--- config.mk ---
export PLATFORM = sky130hd
export DESIGN_NAME = rwmp_divider
export DESIGN_NICKNAME = d
export VERILOG_FILES = /design/src/hw/rtl/rwmp_divider.sv
export SDC_FILE = /design/constraint.sdc
export NUM_CORES = 1
export LEC_CHECK = 0
export ABC_CLOCK_PERIOD_IN_PS = 5200
export BUFFER_PORTS_ARGS = -buffer_cell sky130_fd_sc_hd__buf_2
export CORE_AREA = 2 2 107 109
export DETAILED_ROUTE_END_ITERATION = 12
export DIE_AREA = 0 0 109 111
export PLACE_DENSITY = 0.8
export SLEW_MARGIN = 20
export SYNTH_ARGS = -nofsm -noshare
export SYNTH_HDL_FRONTEND = slang
export SYNTH_SLANG_ARGS = --single-unit
export TNS_END_PERCENT = 50
--- constraint.sdc ---
create_clock -name clk -period 5.2 [get_ports clk]
set_input_delay 0 -clock clk [delete_from_list [all_inputs] [get_ports clk]]
set_output_delay 0 -clock clk [all_outputs]
set_load 0.05 [all_outputs]
--- src/hw/rtl/rwmp_divider.sv ---
module rwmp_divider #(
  parameter int WIDTH = 32
) (
  input  logic             clk,
  input  logic             rst_n,
  input  logic             start,
  input  logic [WIDTH-1:0] dividend,
  input  logic [WIDTH-1:0] divisor,
  output logic             done,
  output logic [WIDTH-1:0] quotient
);

  localparam int CW = $clog2(WIDTH + 1);

  logic [WIDTH-1:0] rem_r, rem_nxt;
  logic [WIDTH-1:0] quo_r, quo_nxt;
  logic [WIDTH-1:0] dvs_r;
  logic [CW-1:0]    cnt_r;
  logic             busy_r;
  logic             done_r;
  logic [WIDTH:0]   shifted;
  logic [WIDTH:0]   diff;

  // one restoring step per cycle
  always_comb begin
    shifted = {rem_r, quo_r[WIDTH-1]};
    diff    = shifted - {1'b0, dvs_r};
    if (!diff[WIDTH]) begin
      rem_nxt = diff[WIDTH-1:0];
      quo_nxt = {quo_r[WIDTH-2:0], 1'b1};
    end else begin
      rem_nxt = shifted[WIDTH-1:0];
      quo_nxt = {quo_r[WIDTH-2:0], 1'b0};
    end
  end

  always_ff @(posedge clk) begin
    if (!rst_n) begin
      busy_r <= 1'b0;
      done_r <= 1'b0;
      cnt_r  <= '0;
    end else begin
      done_r <= 1'b0;
      if (start) begin
        busy_r <= 1'b1;
        cnt_r  <= CW'(WIDTH);
      end else if (busy_r) begin
        cnt_r <= cnt_r - 1'b1;
        if (cnt_r == CW'(1)) begin
          busy_r <= 1'b0;
          done_r <= 1'b1;
        end
      end
    end
  end

  // datapath, no reset
  always_ff @(posedge clk) begin
    if (start) begin
      rem_r <= '0;
      quo_r <= dividend;
      dvs_r <= divisor;
    end else if (busy_r) begin
      rem_r <= rem_nxt;
      quo_r <= quo_nxt;
    end
  end

  assign done     = done_r;
  assign quotient = quo_r;

endmodule
After elaboration in Yosys (flattened, before gate mapping)
Index checks and enable logic that the tools add are counted.
{"block": "totals", "ff_bits": 104, "latch_bits": 0, "ramBits": 0, "romBits": 0, "inputBits": 67, "out_inout_bits": 33, "wordCells": 25, "memories": 0}
{"block": "op_classes", "n_addsub": 2, "n_mul": 0, "n_div": 0, "magnitude_cmp": 0, "eq_ne": 1, "shifts": 0, "n_mux": 10, "bitwise_logic": 2, "n_reduce_logical": 3}
{"operator": "two-way mux 32 bit", "n": 3}
{"operator": "subtractor 33 x 32 -> 33 bit", "n": 1}
{"operator": "two-way mux 6 bit", "n": 2}
{"operator": "== test 6 x 1 -> 1 bit, second input constant", "n": 1}
{"operator": "subtractor 6 x 1 -> 6 bit, second input constant", "n": 1}
{"operator": "two-way mux 1 bit", "n": 5}
{"operator": "OR reduction 3 bit", "n": 1}
{"operator": "inverter 1 bit", "n": 2}
{"operator": "nonzero test 2 bit", "n": 1}
{"operator": "OR reduction 2 bit", "n": 1}

Longest topological paths before layout
{"block": "depth", "word_depth": 4, "depth_mapped": 14, "ltp_nobuf": 13}

Worst setup path after synthesis
OpenSTA, ideal clock, no wires.
{"block": "synth_timing", "path_kind": "reg-to-reg", "start": "register quo_r[31] (netlist: quotient[31])", "end": "register rem_r[10]", "setup_ns": 0.137, "arrival_ns": 3.399, "required_time_ns": 5.063, "path_slack_ns": 1.664, "stages_incl_launch_ff": 15, "path_buffers": 1, "period_less_slack_ns": 3.536, "cell_sequence": "edfxtp_1 -> inv_1 -> ha_1 -> fa_1 -> or2b_1 -> a21oi_2 -> o21ai_1 -> a2111oi_4 -> nor3_2 -> o31ai_2 -> a21oi_2 -> xnor2_4 -> buf_6 -> mux2i_1 -> a211oi_1"}
{"block": "synth_between", "elab_chain_cells": 2}
{"item": "from (decl)", "line": "16", "rtl": "logic [WIDTH-1:0] quo_r, quo_nxt;"}
{"item": "from (signal assigned)", "line": "61", "rtl": "quo_r <= dividend;"}
{"item": "from (signal assigned)", "line": "65", "rtl": "quo_r <= quo_nxt;"}
{"item": "subtractor 33 x 32 -> 33 bit", "line": "27", "rtl": "diff = shifted - {1'b0, dvs_r};"}
{"item": "two-way mux 32 bit", "line": "28", "rtl": "if (!diff[WIDTH]) begin"}
{"item": "to (signal assigned)", "line": "64", "rtl": "rem_r <= rem_nxt;"}
{"item": "to (decl)", "line": "15", "rtl": "logic [WIDTH-1:0] rem_r, rem_nxt;"}
No other way between the ends.
A chain may end at the register's enable or synchronous reset.

Final worst setup path
{"block": "layout_timing", "start": "register quo_r[31] (netlist: quotient[31])", "end": "register rem_r[0]"}
{"block": "layout_between", "elab_chain_cells": 2}
{"item": "subtractor 33 x 32 -> 33 bit", "line": "27"}
{"item": "two-way mux 32 bit *", "line": "28"}
Every way passes the cells marked *; elsewhere a longest branch is shown, timed or not.

==> parameters.txt <==
Parameter                              Value

STA
  Slew at the pin closest to its max-slew limit    0.698 ns
  Setup Skew    0.0138 ns
  Slew Limit Fails    0
  Shortest period the worst path allows    3.50 ns
  Setup repair after global routing missed its margin    no
  Setup Viol. Count Final    0
  Max transition margin    53.5%
  Hold Violations, Final    0
  Setup_tns    0 ns
  Top achievable clock speed    286 MHz
  Share of the clock period used by the worst path    67.3%

Logic synthesis
  Average cell area after synthesis    10.6 um^2
  Post-synthesis sequential element count    104
  Post-Syn Nets    654
  Yosys warns    0
  Number of distinct library cells after synthesis    50
  Top_reg_cell synth    edfxtp_1
  Async set-reset flop share out of synthesis    0%
  Number of synthesized flops with an enable pin    64
  Cell Area, Synth    5840 um^2
  Cell count after synthesis    552
  Share of synthesized area occupied by flip-flops and latches    46.7%

Final layout
  Number of fill cells    835
  Most frequent standard cell in the layout excluding fill and tap cells    buf_2
  Number of inserted diodes    0
  Number of nets in the finished design    814
  Commonest cells after routing, fill and taps aside    98 x buf_2, 65 x dlygate4sd3_1, 64 x edfxtp_1
  Post-route cell area    7390 um^2
  End-of-flow core utilization    66.7%
  Area Growth Syn to Fin    26.7%
  Layout cells sized above 1    23.0%

Setup path
  Standard cell with the maximum stage delay on the critical path    fa_1
  Startpoint type of the worst setup path    flip-flop
  Delay-heaviest family, CP    compound AO/OA/AOI/OAI gates
  Worst Setup Path Type    reg2reg
  CP Data Arrival Time    3.78 ns
  Highest cell delay on the worst timing path    0.42 ns
  Count of buffer and inverter cells on the critical path    2
  WP data required    5.48 ns
  Peak fanout along the critical path    16
  Series of cell instances along the critical path    inv_1 -> ha_1 -> fa_1 -> or2b_1 -> a21oi_2 -> o21ai_1 -> a2111oi_4 -> nor3_2 -> o31ai_2 -> a21oi_2 -> xnor2_4 -> buf_4 -> mux2_2 -> o22ai_1
  Crit-path most repeated cell    a21oi_2
  Category of the worst setup path capture point    flip-flop

CTS
  Hold buffers post-CTS    65
  Total CTS buffers    9
  Clock-pin transition on the worst setup and hold timing paths    0.07 ns
  Maximum buffer depth of the clock tree    2
  Worst skew pair latency    0.36 ns
  Clock root buffer master    clkbuf_16
  Clock tree sinks    104
  Cells resized by post-CTS repair    0
  Post-CTS Setup Bufs    0
  H-tree depth    3
  TritonCTS clock tree    built

Global route
  Via count of the first global-routing pass    4663
  Wire length of the first global-routing pass    21800 um
  Initial antenna violation count    0
  Remaining global-route overflow    0
  Global routing usage summed across all routing layers    22.6%
  Largest net degree at the start of global routing    67

Floorplan
  Count of standard-cell rows    39
  Initial standard-cell utilization of the core    52.7%
  Die Span X    109 um
  Height of the chip    111 um
  Area of the die    12100 um^2
  Count of pins on the block boundary    100
  Core Footprint    11100 um^2

Job
  Number of maximum-capacitance violations    0

Routing
  DRT iter0 DRCs    204
  Mean number of vias per cell    5.39
  Number of remaining DRC errors    0
  Final WL    13000 um
  Via count    4632
  Post-DR wirelength/cell    15.1 um
  Post-DRT Antenna Nets    0
  First-pass iteration count of the detailed router    4

Place
  Area after detailed placement    6450 um^2
  Gp weighted congestion    0.833
  Number of buffers added on ports    99
  Detailed placement HPWL    8420 um

Power and ir drop
  P per Cell Area    325 nW/um^2
  Peak VDD IR    0.264 mV
  Leakage component of the power    3.18 nW

Run status
  Result of the run    completed

Hold path
  Classification of the worst-slack hold path    in2reg
[per-layer routing]
layer | wire length [um] | global-route usage [%] | vias to the layer above
met2 | 6740 | 39.2 | 111
met5 | 0 | 0 | -
met3 | 581 | 6.29 | 18
li1 | - | - | 2310
met1 | 5440 | 26.8 | 2193
met4 | 233 | 6.92 | 0
[per-stage QoR]
| step | hold slack, ns | total power [mW] | setup slack [ns] | instances |
|---|---|---|---|---|
| 6_report | 0.212 | 2.40 | 1.70 | 860 |
| 2_1_floorplan | 0.0989 | 1.56 | 1.66 | 552 |
| 5_1_grt | 0.239 | 2.52 | 1.48 | 860 |
| 4_1_cts | 0.217 | 2.40 | 1.68 | 860 |
| 3_3_place_gp | 0.176 | 1.68 | 1.84 | 779 |
| 3_5_place_dp | 0.178 | 1.71 | 1.70 | 779 |
[flip-flops by register name, indices dropped and copies added (netlist names)]
name / cells
busy_r: 1
done: 1
rem_r: 32
quotient: 32
cnt_r: 6
dvs_r: 32
[worst paths after layout]
path | endpoint | slack (ns) | depth (start not counted) | startpoint
max | rem_r[0] | 1.70 | 14 | quotient[31]
max reg2reg | rem_r[0] | 1.70 | 14 | quotient[31]
min reg2reg | rem_r[10] | 0.50 | 2 | rem_r[10]
min | dvs_r[17] | 0.21 | 1 | start
[cell usage after synthesis, types with 3 or more instances]
| master | count | area, um^2 |
|---|---|---|
| edfxtp_1 | 64 | 1920 |
| nor2_1 | 51 | 191 |
| inv_1 | 42 | 158 |
| dfxtp_1 | 40 | 801 |
| nand2_1 | 35 | 131 |
| ha_1 | 34 | 425 |
| mux2_2 | 33 | 372 |
| a21oi_1 | 32 | 160 |
| a211oi_1 | 31 | 233 |
| mux2i_1 | 29 | 290 |
| xnor2_1 | 21 | 184 |
| o21ai_0 | 20 | 100 |
| clkbuf_1 | 14 | 52.6 |
| a21o_1 | 13 | 97.6 |
| xor2_1 | 12 | 105 |
| nand3_1 | 9 | 45.0 |
| nand2b_1 | 6 | 37.5 |
| nor2b_1 | 6 | 37.5 |
| a31oi_1 | 5 | 31.3 |
| nor3_1 | 5 | 25.0 |
| a21boi_0 | 4 | 30.0 |
| nand4_1 | 4 | 25.0 |
| and2_1 | 3 | 18.8 |
| buf_6 | 3 | 33.8 |
| o311ai_0 | 3 | 26.3 |
[power breakdown]
group	internal (mW)	total (mW)	switching (mW)
combinational	0.306	0.727	0.421
clock	0.335	0.662	0.327
sequential	0.962	1.01	0.0474
total	1.60	2.40	0.796
[logic make-up after synthesis]
kind of cell               share of synthesized area [%]
AOI/OAI and AO/OA                                   14.3
DFF                                                 46.7
adders and majority gates                           7.63
xor gates and xnor gates                            5.42
and+or+nand+nor                                     10.2
muxes                                               11.3
buffers and inverters                               4.40
[cell type report]
class / instances / area (um^2) / share of cell area (%)
clock buffer: 9 / 225 / 3.05
clock inverter: 7 / 62.6 / 0.846
inverter: 42 / 158 / 2.13
multi-input combinational: 386 / 2860 / 38.6
sequential: 104 / 2720 / 36.9
tap: 143 / 179 / 2.42
timing repair buffer: 169 / 1190 / 16.0
No activity file was read; power rests on OpenSTA's default activity.
